===== src/hw/rtl/skf_pkg.sv =====
package skf_pkg;

    localparam logic [16:0] VAR_FLOOR  = 17'd7;
    localparam logic [16:0] CONF_FLOOR = 17'd6554;
    localparam logic [16:0] DT_FLOOR   = 17'd66;
    localparam logic [15:0] EPS_Q32    = 16'd4295;
    localparam logic [16:0] ONE_Q16    = 17'd65536;

    localparam logic [31:0] P00_RESET  = 32'd65536;
    localparam logic [31:0] P11_RESET  = 32'd32768;
    localparam logic [16:0] Q_RESET    = 17'd655;
    localparam logic [16:0] R_RESET    = 17'd6554;
    localparam logic [16:0] DT_RESET   = 17'd6554;

    // register indexes on the configuration port
    localparam logic [1:0] REG_Q  = 2'd0;
    localparam logic [1:0] REG_R  = 2'd1;
    localparam logic [1:0] REG_DT = 2'd2;

    // iteration counts, minus one
    localparam logic [5:0] RDIV_LAST = 6'd32;
    localparam logic [5:0] GDIV_LAST = 6'd15;
    localparam logic [5:0] SQRT_LAST = 6'd23;

    typedef enum logic [3:0] {
        S_IDLE,
        S_MUL1,
        S_MUL2,
        S_PRED,
        S_RDIV,
        S_GINIT,
        S_GDIV,
        S_MUL3,
        S_UPD,
        S_SQRT,
        S_DONE
    } skf_state_t;

    typedef enum logic [3:0] {
        OP_NONE,
        OP_LOAD,
        OP_MUL1,
        OP_MUL2,
        OP_PRED,
        OP_DIV_STEP,
        OP_GINIT,
        OP_MUL3,
        OP_UPD,
        OP_SQRT_STEP,
        OP_OUT
    } skf_op_t;

endpackage


===== src/hw/rtl/skf_ctrl.sv =====
module skf_ctrl
    import skf_pkg::*;
(
    input  logic    clk,
    input  logic    rst_n,
    input  logic    in_valid,
    output logic    in_ready,
    output logic    out_valid,
    input  logic    out_ready,
    output skf_op_t op
);

    skf_state_t state_reg, state_next;
    logic [5:0] cnt_reg, cnt_next;
    logic       out_valid_reg, out_valid_next;

    always_ff @(posedge clk or negedge rst_n)
    begin
        if (!rst_n)
        begin
            state_reg     <= S_IDLE;
            cnt_reg       <= '0;
            out_valid_reg <= 1'b0;
        end
        else
        begin
            state_reg     <= state_next;
            cnt_reg       <= cnt_next;
            out_valid_reg <= out_valid_next;
        end
    end

    assign in_ready  = (state_reg == S_IDLE);
    assign out_valid = out_valid_reg;

    always_comb
    begin
        state_next     = state_reg;
        cnt_next       = cnt_reg;
        out_valid_next = out_valid_reg && !out_ready;
        op             = OP_NONE;
        unique case (state_reg)
            S_IDLE:
            begin
                if (in_valid)
                begin
                    op         = OP_LOAD;
                    state_next = S_MUL1;
                end
            end
            S_MUL1:
            begin
                op         = OP_MUL1;
                state_next = S_MUL2;
            end
            S_MUL2:
            begin
                op         = OP_MUL2;
                state_next = S_PRED;
            end
            S_PRED:
            begin
                op         = OP_PRED;
                cnt_next   = RDIV_LAST;
                state_next = S_RDIV;
            end
            S_RDIV:
            begin
                op       = OP_DIV_STEP;
                cnt_next = cnt_reg - 6'd1;
                if (cnt_reg == '0)
                begin
                    state_next = S_GINIT;
                end
            end
            S_GINIT:
            begin
                op         = OP_GINIT;
                cnt_next   = GDIV_LAST;
                state_next = S_GDIV;
            end
            S_GDIV:
            begin
                op       = OP_DIV_STEP;
                cnt_next = cnt_reg - 6'd1;
                if (cnt_reg == '0)
                begin
                    state_next = S_MUL3;
                end
            end
            S_MUL3:
            begin
                op         = OP_MUL3;
                state_next = S_UPD;
            end
            S_UPD:
            begin
                op         = OP_UPD;
                cnt_next   = SQRT_LAST;
                state_next = S_SQRT;
            end
            S_SQRT:
            begin
                op       = OP_SQRT_STEP;
                cnt_next = cnt_reg - 6'd1;
                if (cnt_reg == '0)
                begin
                    state_next = S_DONE;
                end
            end
            S_DONE:
            begin
                // hold the result until the output register is free
                if (!out_valid_reg || out_ready)
                begin
                    op             = OP_OUT;
                    out_valid_next = 1'b1;
                    state_next     = S_IDLE;
                end
            end
            default:
            begin
                state_next = S_IDLE;
            end
        endcase
    end

`ifndef SYNTH
    a_load_starts: assert property (@(posedge clk) disable iff (!rst_n)
        (in_valid && in_ready) |=> (state_reg == S_MUL1))
        else $error("accepted item did not start the sequence");
    a_gdiv_count: assert property (@(posedge clk) disable iff (!rst_n)
        (state_reg == S_GDIV) |-> (cnt_reg <= GDIV_LAST))
        else $error("gain division count out of range");
    a_sqrt_count: assert property (@(posedge clk) disable iff (!rst_n)
        (state_reg == S_SQRT) |-> (cnt_reg <= SQRT_LAST))
        else $error("root count out of range");
    a_out_load: assert property (@(posedge clk) disable iff (!rst_n)
        (op == OP_OUT) |=> (out_valid && state_reg == S_IDLE))
        else $error("result not presented after load");
`endif

endmodule


===== config.mk =====
export PLATFORM = sky130hd
export DESIGN_NAME = skf_ctrl
export DESIGN_NICKNAME = d
export VERILOG_FILES = /design/src/hw/rtl/skf_pkg.sv /design/src/hw/rtl/skf_ctrl.sv
export SDC_FILE = /design/constraint.sdc
export NUM_CORES = 1
export LEC_CHECK = 0
export BUFFER_PORTS_ARGS = -buffer_cell sky130_fd_sc_hd__buf_2
export CAP_MARGIN = 0
export CORE_ASPECT_RATIO = 0.7
export CORE_UTILIZATION = 52
export DETAILED_ROUTE_END_ITERATION = 7
export PLACE_DENSITY_LB_ADDON = 0.12
export SETUP_SLACK_MARGIN = 0.1
export SLEW_MARGIN = 5
export SYNTH_ARGS = -nofsm -noshare
export SYNTH_HDL_FRONTEND = slang
export SYNTH_SLANG_ARGS = --single-unit

===== constraint.sdc =====
create_clock -name clk -period 1.8 [get_ports clk]
set_clock_uncertainty 0.2 [all_clocks]
set_input_delay 0.36 -clock clk [delete_from_list [all_inputs] [get_ports clk]]
set_output_delay 0.36 -clock clk [all_outputs]
set_load 0.01 [all_outputs]

Word-level counts from Yosys, hierarchy flattened
Cells that the tools add are included.

Shift-type cells: 0. Multipliers: 0. Add/subtract/negate cells: 1. Magnitude comparators: 0. Bitwise logic cells: 0. Eq/ne operators: 15. Divide/modulo/power cells: 0. Reduce and logical (&&, ||, !) cells: 10. Muxes and demuxes: 12.

Operators by type and width (number): one-hot mux 4 bit (11 select lines) (1); one-hot mux 4 bit (10 select lines) (1); two-way mux 4 bit (6); one-hot mux 6 bit (4 select lines) (1); equality test 4 x 3 -> 1 bit, second input constant (4); equality test 4 bit, second input constant (3); != test 2 bit, second input constant (5); equality test 4 x 2 -> 1 bit, second input constant (2); zero test 6 bit (1); subtractor 6 x 1 -> 6 bit, second input constant (1); AND reduction 5 bit (1); equality test 4 x 1 -> 1 bit, second input constant (1); zero test 4 bit (1); nonzero test 4 bit (1); two-way mux 1 bit (3); OR reduction 3 bit (1); zero test 1 bit (2); OR reduction 2 bit (1); logical AND 1 bit (1); logical OR 1 bit (1).

Logic and storage cells: 41. RAM bits: 0. ROM bits: 0. Input port bits: 4. Register bits: 11. Memories kept: 0. Latch bits: 0.

Logic depth before layout (Yosys ltp)
Gate-level depths: netlist of the first run.

Depth in word-level cells: 4. Mapped depth: 6.

Worst setup path before layout of the first run
OpenSTA, ideal clock, no wires.

Path kind: reg2reg. Start point: register cnt_reg[1]. End point: register cnt_reg[4]. Cell stages (with the launch flop): 7. Path slack: -0.001 ns. Buffers on the path: 0. Period minus slack after synthesis: 1.801 ns. Data arrival time: 1.461 ns. Path through: dfrtp_1 > inv_1 > ha_1 > or3b_1 > o211ai_1 > o31a_1 > o311ai_1.

Cells in the longest elaborated chain, start to end: 2.

RTL lines: from (decl) (line skf_ctrl.sv:14) `logic [5:0] cnt_reg, cnt_next;`; from (signal assigned) (line skf_ctrl.sv:28) `cnt_reg <= cnt_next;`; subtractor 6 x 1 -> 6 bit (line skf_ctrl.sv:70, skf_ctrl.sv:85, skf_ctrl.sv:105); one-hot mux 6 bit (4 select lines) (line skf_ctrl.sv:42) `unique case (state_reg)`.

No other way between the ends. A chain may end at the register's enable or synchronous reset.

Worst setup path after layout of the first run
Start point: register state_reg[1]. End point: output port op[0].

Cells in the longest elaborated chain, start to end: 3.

RTL lines: from (decl) (line skf_ctrl.sv:13) `skf_state_t state_reg, state_next;`; from (signal assigned) (line skf_ctrl.sv:27) `state_reg <= state_next;`; equality test 4 x 3 -> 1 bit (line skf_ctrl.sv:42); OR reduction 2 bit (no source line); one-hot mux 4 bit (10 select lines) (*) (line skf_ctrl.sv:42); to (decl) (line skf_ctrl.sv:10) `output skf_op_t op`.

Every way passes the cells marked *; elsewhere a longest branch is shown, timed or not.

==> results of run 1 <==
==> routing by layer <==
layer,track usage [%],part of all wire (%),routed length [um],vias up
li1,-,-,-,533
met1,36.18,40,1322,573
met2,49.70,48,1569,67
met3,7.261,8.7,287,20
met4,10.63,3.1,102,0
met5,0,0,0,-
==> synth_stat cells (all sizes together), types with 2 or more instances <==
library cell and number:
o22ai 3, nor3 5, mux2i 2, o21ai 6
a211oi 3, buf 10, nand2b 5, nand3 3
nor2b 4, and2 2, mux2 2, dfrtp 11
nor2 16, a21o 3, nand2 9, o21a 2
a21oi 11, inv 7, clkbuf 2, a221oi 2
==> final cells by class <==
cell class                 count  share of cell area (%)
timing repair buffer          42                   22.64
inverter                       7                   1.774
clock inverter                 1                  0.3378
clock buffer                   3                   1.520
multi-input combinational     99                   52.96
sequential                    11                   18.92
tap                           22                   1.858
==> worst min-delay path by stage <==
stage                              to  cells past startpoint      start  slack, ns
2_1_floorplan  cnt_reg[0]$_DFFE_PN0P_                      0      rst_n      -0.14
3_3_place_gp   cnt_reg[5]$_DFFE_PN0P_                      1      rst_n       0.06
3_5_place_dp   cnt_reg[5]$_DFFE_PN0P_                      1      rst_n       0.06
4_1_cts           out_valid$_DFF_PN0_                      3  out_ready       0.15
5_1_grt           out_valid$_DFF_PN0_                      3  out_ready       0.23
6_report          out_valid$_DFF_PN0_                      3  out_ready       0.19
==> cell families after synthesis <==
logic type | after synthesis | share of synthesized area [%]
AOI/OAI and AO/OA | 42 | 29.82
xor gates and xnor gates | 2 | 1.697
adders and majority gates | 1 | 1.212
buffers and inverters | 19 | 8.728
DFF | 11 | 26.67
muxes | 4 | 4.484
and+or+nand+nor | 50 | 27.39
==> worst max-delay path, delay by kind of cell (launching register included) <==
family | cells | cell delay (ns)
compound gates | 1 | 0.28
buf+inv | 2 | 0.29
simple gates | 2 | 0.10
flops | 1 | 0.44
==> through the flow <==
step	utilization [%]	instance area, um^2	TNS [ns]	hold slack [ns]
finish	79.89	1481	-0.6731	0.1938
global route	79.89	1481	-1.014	0.2323
CTS	74.09	1374	-0.4657	0.1530
detailed placement	65.05	1206	0	0.05818
global placement	65.05	1206	0	0.05662
floorplan	-	1050	0	-0.1356
==> power by group <==
| group | internal (W) | leakage, nW | switching [W] | total (W) |
|---|---|---|---|---|
| registers | 0.000376 | 0.130 | 0.000195 | 0.000570 |
| logic | 0.00123 | 0.511 | 0.00117 | 0.00240 |
| clock network | 0.0000825 | 0.0177 | 0.0000955 | 0.000178 |
| total | 0.00169 | 0.659 | 0.00146 | 0.00315 |
==> what timing repair did <==
action	in CTS	in global routing
endpoints found under the hold margin	11	0
setup buffers	11	1
resized for setup	14	22
gates cloned	0	0
hold buffers	1	0
pin swaps	6	4
endpoints found under the setup margin	10	13
==> cell usage in the layout (no fill, tap or decap), types with 3 or more instances in the layout <==
master and instances:
nor2_1 14, buf_2 8, a21o_1 3, dfrtp_2 4, inv_2 4, dfrtp_1 7, o21ai_0 4, nor2b_2 3
a21oi_1 10, a211oi_1 3, buf_6 8, inv_1 3, buf_4 24, clkbuf_4 3, nand2_1 7
==> impl_results.md, run 1 <==
* Status: complete, but fails checks
* Failing checks: negative setup slack
* RePlAce Congestion at 0.8599
* IO Port Bufs at 9
* Nets@finish at 169
* Total detailed-routing wirelength at 3282 um
* CP startpoint: state_reg[1]$_DFFE_PN0P_
* R2r setup slk at -0.05 ns
* RR Startpoint: state_reg[0]$_DFFE_PN0P_
* Worst EP required at 1.24 ns
* Pwr Density at 2126 mW/mm^2
* Crit-path cells: buf_6, nor2_2, nor2_1, o32a_1, buf_2
* CP peak stage delay at 0.44 ns
* H-tree depth at 1
* Reg clk slew, reported paths at 0.08 ns
* Tmin final at 1.963 ns
* TritonCTS buffer count at 3
* Slew headroom at 78.34%
* CTS tree: yes
* Ranking of synthesized cells by area: dfrtp_1, nor2_1, a21oi_1
* Crit path launch type: register
* Dpl cells at 168
* Area Growth Syn to Fin at 43.52%
* Router iterations before antenna repair at 5
* R2r worst-path depth at 5
* Final std cells w/o fill at ~190
* Worst setup margin at -0.1630 ns
* Main flop type after synthesis: dfrtp_1
* Io pins at 10
* FF-to-FF End: state_reg[0]$_DFFE_PN0P_
* Critical path type: reg -> out
* Synth Warn # at 0
* Post-synth EDFFs at 0
* Grt total ovfl at 0
* Number of flip-flops in the largest register at 6
* Critical path endpoint category: output pin
* Post-Syn Instances at 129
* Vias in the first global route at 1013
* Die Wd at 55.25 um
* WL/cell at 17.74 um
* Via Count at ~1200
* Hold Violations, Final at 0
* Max-cap violations at 0
* Clk sinks at 11
* Ant. Diodes at 0
* Pre-CTS setup slack at 0.007328 ns
* Core ar. at between 0.0015 and 0.002 mm^2
* Distinct cells, synth at 52
* Initial drt markers at 84
* Pwr Total at roughly 0.0031 W
* DRC at 0
* Max Clk Rate at roughly 510 MHz
* First-pass GRT wire length at between 4000 and 5000 um
* Fin crit share at 109.1%
* Max VDD drop at 0.001507 V
* Post-synth top area share at roughly a quarter
* #FFs+latches synth at 11
* Critical path endpoint: op[0]
* Async SR Flop Fraction at 100.0%
* Setup Viol. Count Final at 8
* Worst-Margin Slew at 0.3249 ns
* Share of layout cells above drive strength 1 at 47.85%
* Worst min path class: in -> reg
* RSZ-0062 raised after global routing: true
* Area of the multi-input gates at 784.5 um^2
* Crit path max fanout at 4
* Dpl hpwl at ~2000 um
* Slowest stage cell, crit path: dfrtp_1
* Mapped Area at 0.001032 mm^2
* Die Span Y at roughly 39 um
* Largest net degree at the start of global routing at 12
* Vias per std cell at 6.449
* Leakage power total at 0.6586 nW
* Longest Clk Path Bufs at 2
* Register area at 280.3 um^2
* Row count at 13
* Root buffer cell: clkbuf_4
* Final Slew Violations at 0
* Initial antenna violation count at 0
* Synth Area per Inst at 8.002 um^2
* Critical path arrival at 1.40 ns
* All-Layer GR Usage at between 20% and 30%
* Worst-Skew Late Latency at 0.28 ns
* Starting Density at 55.67%
* Synthesized net count at between 100 and 150
* Post-synth top area cell: dfrtp_1
* Sequential area share after synthesis at 26.67%
* Layout fillers at around 120
* Area of the die at 0.002170 mm^2
* Post-route ant nets at 0
No activity file was read; power rests on OpenSTA's default activity.
==> inputs of run 2 (changes only) <==
- ABC_AREA: not set -> 0
- MAX_ROUTING_LAYER: not set -> met4
==> run 2 against run 1 <==
The flow still finishes with violations (negative setup slack). Global-route usage rose by 4.8 points. First-iteration DRC count increased by 49%. Clock-buffer cell count unchanged. Critical path type unchanged. Critical endpoint unchanged. Largest cell class unchanged. Highest routed layer unchanged.
==> impl_results.md, run 2 (synthesized netlist as in run 1, its figures left out) <==
* TritonCTS buffer count at 3
* Die Span Y at about 40 um
* Longest Clk Path Bufs at 2
* Clk sinks at 11
* Post-route cell area at 0.001539 mm^2
* Nets@finish at between 150 and 200
* First-pass GRT wire length at 5168 um
* Dpl hpwl at 2053 um
* Starting Density at 55.67%
* Hold Path Depth at 3
* Max Clk Rate at about 500 MHz
* Router iterations before antenna repair at 5
* Max VDD drop at between 0.001 and 0.0015 V
* H-tree depth at 1
* All-Layer GR Usage at between 30% and 40%
* Vias in the first global route at 1051
* Total detailed-routing wirelength at roughly 3900 um
* Root buffer cell: clkbuf_4
* DRC at 0
* Leakage power total at 0.6976 nW
* Initial antenna violation count at 0
* Vias per std cell at 6.695
* Share of layout cells above drive strength 1 at 47.02%
* Worst-Skew Late Latency at between 0.2 and 0.3 ns
* Most frequent cells in the layout: buf_4, nor2_1, a21oi_1, dfrtp_1, buf_2
* Largest net degree at the start of global routing at 12
* Worst EP required at 1.24 ns
* Layout fillers at 100
* Pwr Density at approximately 2200 mW/mm^2
* IO Port Bufs at 9
* Fin crit share at 111.3%
* R2r worst-path depth at 6
* Area Growth Syn to Fin at 49.09%
* Initial drt markers at 125
* Io pins at 10
* Area of the multi-input gates at 779.5 um^2
* Critical path arrival at 1.44 ns
* Core ar. at 0.001854 mm^2
* Crit path max fanout at 4
* Setup Viol. Count Final at 10
* Area of the die at 0.002170 mm^2
* Pwr Total at 0.003375 W
* Slew headroom at 63.50%
* Grt total ovfl at 0
* CTS tree: yes
* Worst setup margin at -0.2031 ns
* Register area at 279.0 um^2
* Reg clk slew, reported paths at approximately 0.080 ns
* Die Wd at 55.25 um
* WL/cell at 20.26 um
* Final Slew Violations at 0
* Hold Violations, Final at 0
* Critical path type: reg -> out
* Crit path launch type: register
* Commonest non-fill, non-tap cell in the layout: buf_4
* RePlAce Congestion at 0.8491
* Critical path endpoint category: output pin
* Status: complete, but fails checks
* Post-route ant nets at 0
* RSZ-0062 raised after global routing: true
* Via Count at about 1300
* Failing checks: negative setup slack
* Max-cap violations at 0
* Number of flip-flops in the largest register at 6
* Worst-Margin Slew at 0.5433 ns
* Ant. Diodes at 0
* Row count at 13
* Placed instance area at around 0.0012 mm^2
* Tmin final at 2.003 ns
* Final core utilization at roughly 83%
* Worst min path class: in -> reg
run 2: changes by cell type in the layout (fill, tap and decap cells not counted), sizes merged:
| cell | delta |
|---|---|
| buf | +4 |
| bufbuf | +1 |
run 2: final cells by class:
cell class	count	area share, %
multi-input combinational	99	50.65
tap	22	1.789
clock buffer	3	1.463
clock inverter	1	0.3252
sequential	11	18.13
timing repair buffer	47	25.93
inverter	7	1.707
run 2: worst paths after layout:
check,startpoint,slack [ns],end
worst max-delay path,state_reg[1]$_DFFE_PN0P_,-0.20,op[0]
worst min-delay path,out_ready,0.23,out_valid$_DFF_PN0_
worst max register to register,state_reg[0]$_DFFE_PN0P_,-0.09,state_reg[0]$_DFFE_PN0P_
worst min register to register,out_valid$_DFF_PN0_,0.39,out_valid$_DFF_PN0_
max in group asynchronous,rst_n,0.88,state_reg[1]$_DFFE_PN0P_
min in group asynchronous,rst_n,0.28,state_reg[3]$_DFFE_PN0P_
run 2: power breakdown:
part / internal (W) / switching (W) / leakage, nW
Clock: 0.0000829 / 0.000106 / 0.0177
Combinational: 0.00136 / 0.00129 / 0.549
Sequential: 0.000374 / 0.000169 / 0.131
Total: 0.00181 / 0.00156 / 0.698
run 2: per-stage QoR:
| step | std cells | hold WS (ns) | setup slack [ns] | setup TNS (ns) |
|---|---|---|---|---|
| 3_5_place_dp | 167 | 0.05309 | 0.03207 | 0 |
| 4_1_cts | 187 | 0.1557 | -0.1250 | -0.5426 |
| 5_1_grt | 190 | 0.2399 | -0.2410 | -1.481 |
| 3_3_place_gp | 167 | 0.05629 | 0.07814 | 0 |
| 2_1_floorplan | 129 | -0.1356 | 0.07046 | 0 |
| 6_report | 190 | 0.2253 | -0.2031 | -0.9226 |
run 2: layer usage:
layer,wire length [um],up-vias,track usage (%)
met5,0,-,-
met4,263,0,18.13
met3,386,40,9.571
met2,1734,113,53.61
met1,1465,574,40.20
li1,-,545,-
run 2: what timing repair did:
action                                 in CTS  in global routing
buffers inserted                           14                  3
gates resized for setup                    13                 19
pin swaps                                   9                  9
setup endpoints to repair                   9                 14
hold buffers                                1                  0
endpoints found under the hold margin      11                  0
gates cloned                                1                  0
run 2: worst max-delay path, cell delays in order (launching register included):
cell and delay [ns]:
dfrtp_2 0.45, buf_6 0.14, nor2_4 0.08, nor2_1 0.05
o32a_1 0.28, buf_2 0.15
==> inputs of run 3 (changes only) <==
- CORE_ASPECT_RATIO: 0.7 -> not set
- CORE_UTILIZATION: 52 -> 58
- clock period: 1.8 -> 1.9 ns (I/O delays scaled with it)
==> run 3 against run 2 <==
The flow still finishes with violations (negative setup slack). Die area fell by 10%. Global-route usage rose by 1.7 points. Power fell by 15%. Flip-flop and latch count did not move. Wire length fell by 11%. Sequential power rose by 1%. Setup slack improved by 0.14 ns. Utilization rose by 4.3 points. Clock-buffer cell count rose by 1. Final cell count fell by 10%. Register-to-register slack improved by 0.09 ns. Non-clock buffer count fell by 13. Critical endpoint is now op[3]. Largest cell class unchanged.
==> impl_results.md, run 3 (synthesized netlist as in run 1, its figures left out) <==
* CP peak stage delay at 0.49 ns
* Max Clk Rate at 508.6 MHz
* FF-to-FF End: state_reg[1]$_DFFE_PN0P_
* IO Port Bufs at 9
* Commonest non-fill, non-tap cell in the layout: buf_4
* GRT busiest layer: met2
* Reg clk slew, reported paths at about 0.080 ns
* Largest net degree at the start of global routing at 16
* Slowest stage cell, crit path: dfrtp_2
* Dpl hpwl at around 1800 um
* GRT met1 Usage at 46.17%
* Final Slew Violations at 0
* Dpl cells at about 160
* Worst-Skew Late Latency at 0.28 ns
* Hold EP: out_valid$_DFF_PN0_
* Setup Viol. Count Final at 5
* Pwr Total at 0.002869 W
* Tmin final at 1.966 ns
* Crit path buf inv count at 2
* Hold slack at 0.2665 ns
* R2r worst-path depth at 6
* Slew headroom at about three quarters
* Hold Violations, Final at 0
* Hold_sp: out_ready
* Via Count at 1171
* Post-route ant nets at 0
* Die Span Y at 44.19 um
* Nets@finish at between 150 and 200
* Crit-path cells: buf_4, o21a_1, nor2_1, buf_2
* Critical path arrival at around 1.4 ns
* GR Util met2 at a little over half
* TritonCTS buffer count at 3
* RePlAce Congestion at roughly 0.94
* Vias in the first global route at 991
* Pwr Density at 2084 mW/mm^2
* Starting Density at about two thirds
* Number of flip-flops in the largest register at 6
* First-pass GRT wire length at about 4800 um
* Root buffer cell: clkbuf_4
* CTS tree: yes
* Leakage power total at about 0.61 nW
* R2r setup slk at 0 ns
* Io pins at 10
* RR Startpoint: state_reg[0]$_DFFE_PN0P_
* Initial antenna violation count at 0
* Crit path max fanout at 8
* Final core utilization at between 80% and 90%
* Most frequent cells in the layout: buf_4, nor2_1, a21oi_1, buf_2, nand2_1
* Clk sinks at 11
* Setup tns final at -0.1618 ns
* Core ar. at 0.001577 mm^2
* Max-cap violations at 0
* Failing checks: negative setup slack
* Worst EP required at 1.32 ns
* Final std cells w/o fill at 171
* Share of layout cells above drive strength 1 at 45.16%
* WL/cell at 19.95 um
* Total detailed-routing wirelength at ~3400 um
* Hold Path Depth at 3
* Critical path endpoint category: output pin
* DRC at 0
* Worst-Margin Slew at 0.3774 ns
* Row count at 14
* RSZ-0062 raised after global routing: true
* Grt total ovfl at 0
* Critical path type: reg -> out
* CP top delay family: flip-flops
* Longest Clk Path Bufs at 2
* Vias per std cell at roughly 7
* Die Wd at about 44 um
* Routing usage on met3 at roughly 7.3%
* Worst setup margin at -0.06611 ns
* Router iterations before antenna repair at 5
* Crit path launch type: register
* Area Growth Syn to Fin at 33.33%
* All-Layer GR Usage at 35.46%
* Worst min path class: in -> reg
* Max VDD drop at 0.001376 V
* Initial drt markers at 118
* Ant. Diodes at 0
* Area of the die at between 0.0015 and 0.002 mm^2
* Status: complete, but fails checks
* Fin crit share at 103.5%
* H-tree depth at 1
run 3: changes by cell type in the layout (fill, tap and decap cells not counted), moves of 2 or more:
| cell | before | now |
|---|---|---|
| buf_4 | 29 | 19 |
| dfrtp_1 | 8 | 6 |
| dfrtp_2 | 3 | 5 |
| nor2_4 | 2 | 0 |
run 3: repair_timing:
item,4_1_cts,5_1_grt
hold endpoints to repair,11,0
hold buffers,1,0
gates resized for setup,20,14
pin swaps,3,4
setup buffers,9,2
setup endpoints to repair,8,12
run 3: layer usage:
metal,vias to the layer above,part of all wire [%]
met1,561,38
met4,0,3.2
met5,-,0
met2,81,47
met3,14,12
li1,515,-
run 3: layout make-up:
class / count / area [um^2]
inverter: 7 / 26.28
clock buffer: 4 / 26.28
tap: 16 / 20.02
timing repair buffer: 34 / 260.3
fill: 69 / 200.2
multi-input combinational: 99 / 762.0
sequential: 11 / 281.5
run 3: per-stage QoR:
step	worst slack (ns)	instance area (um^2)
6_report	-0.06611	1376
5_1_grt	-0.09895	1376
4_1_cts	-0.007422	1320
3_5_place_dp	0.06756	1141
3_3_place_gp	0.1168	1141
2_1_floorplan	0.1098	1035
run 3: worst max-delay path by stage:
stage                                  start                       end  slack [ns]  cells past startpoint
finish              state_reg[0]$_DFFE_PN0P_                     op[3]       -0.07                      4
global route        state_reg[0]$_DFFE_PN0P_                     op[3]        -0.1                      4
CTS                 state_reg[1]$_DFFE_PN0P_                     op[0]      -0.007                      4
detailed placement  state_reg[0]$_DFFE_PN0P_  state_reg[1]$_DFFE_PN0P_        0.07                      5
global placement      cnt_reg[1]$_DFFE_PN0P_    cnt_reg[4]$_DFFE_PN0P_        0.12                      6
floorplan             cnt_reg[1]$_DFFE_PN0P_    cnt_reg[4]$_DFFE_PN0P_        0.11                      6
run 3: power by group:
part	switching [W]	total (W)	internal (W)
Combinational	0.00109	0.00215	0.00105
Sequential	0.000192	0.000550	0.000358
Clock	0.0000909	0.000172	0.0000815
run 3: worst min-delay path: stages:
cell and delay, ns:
buf_2 0.09, nand2b_1 0.16, nand2_1 0.08
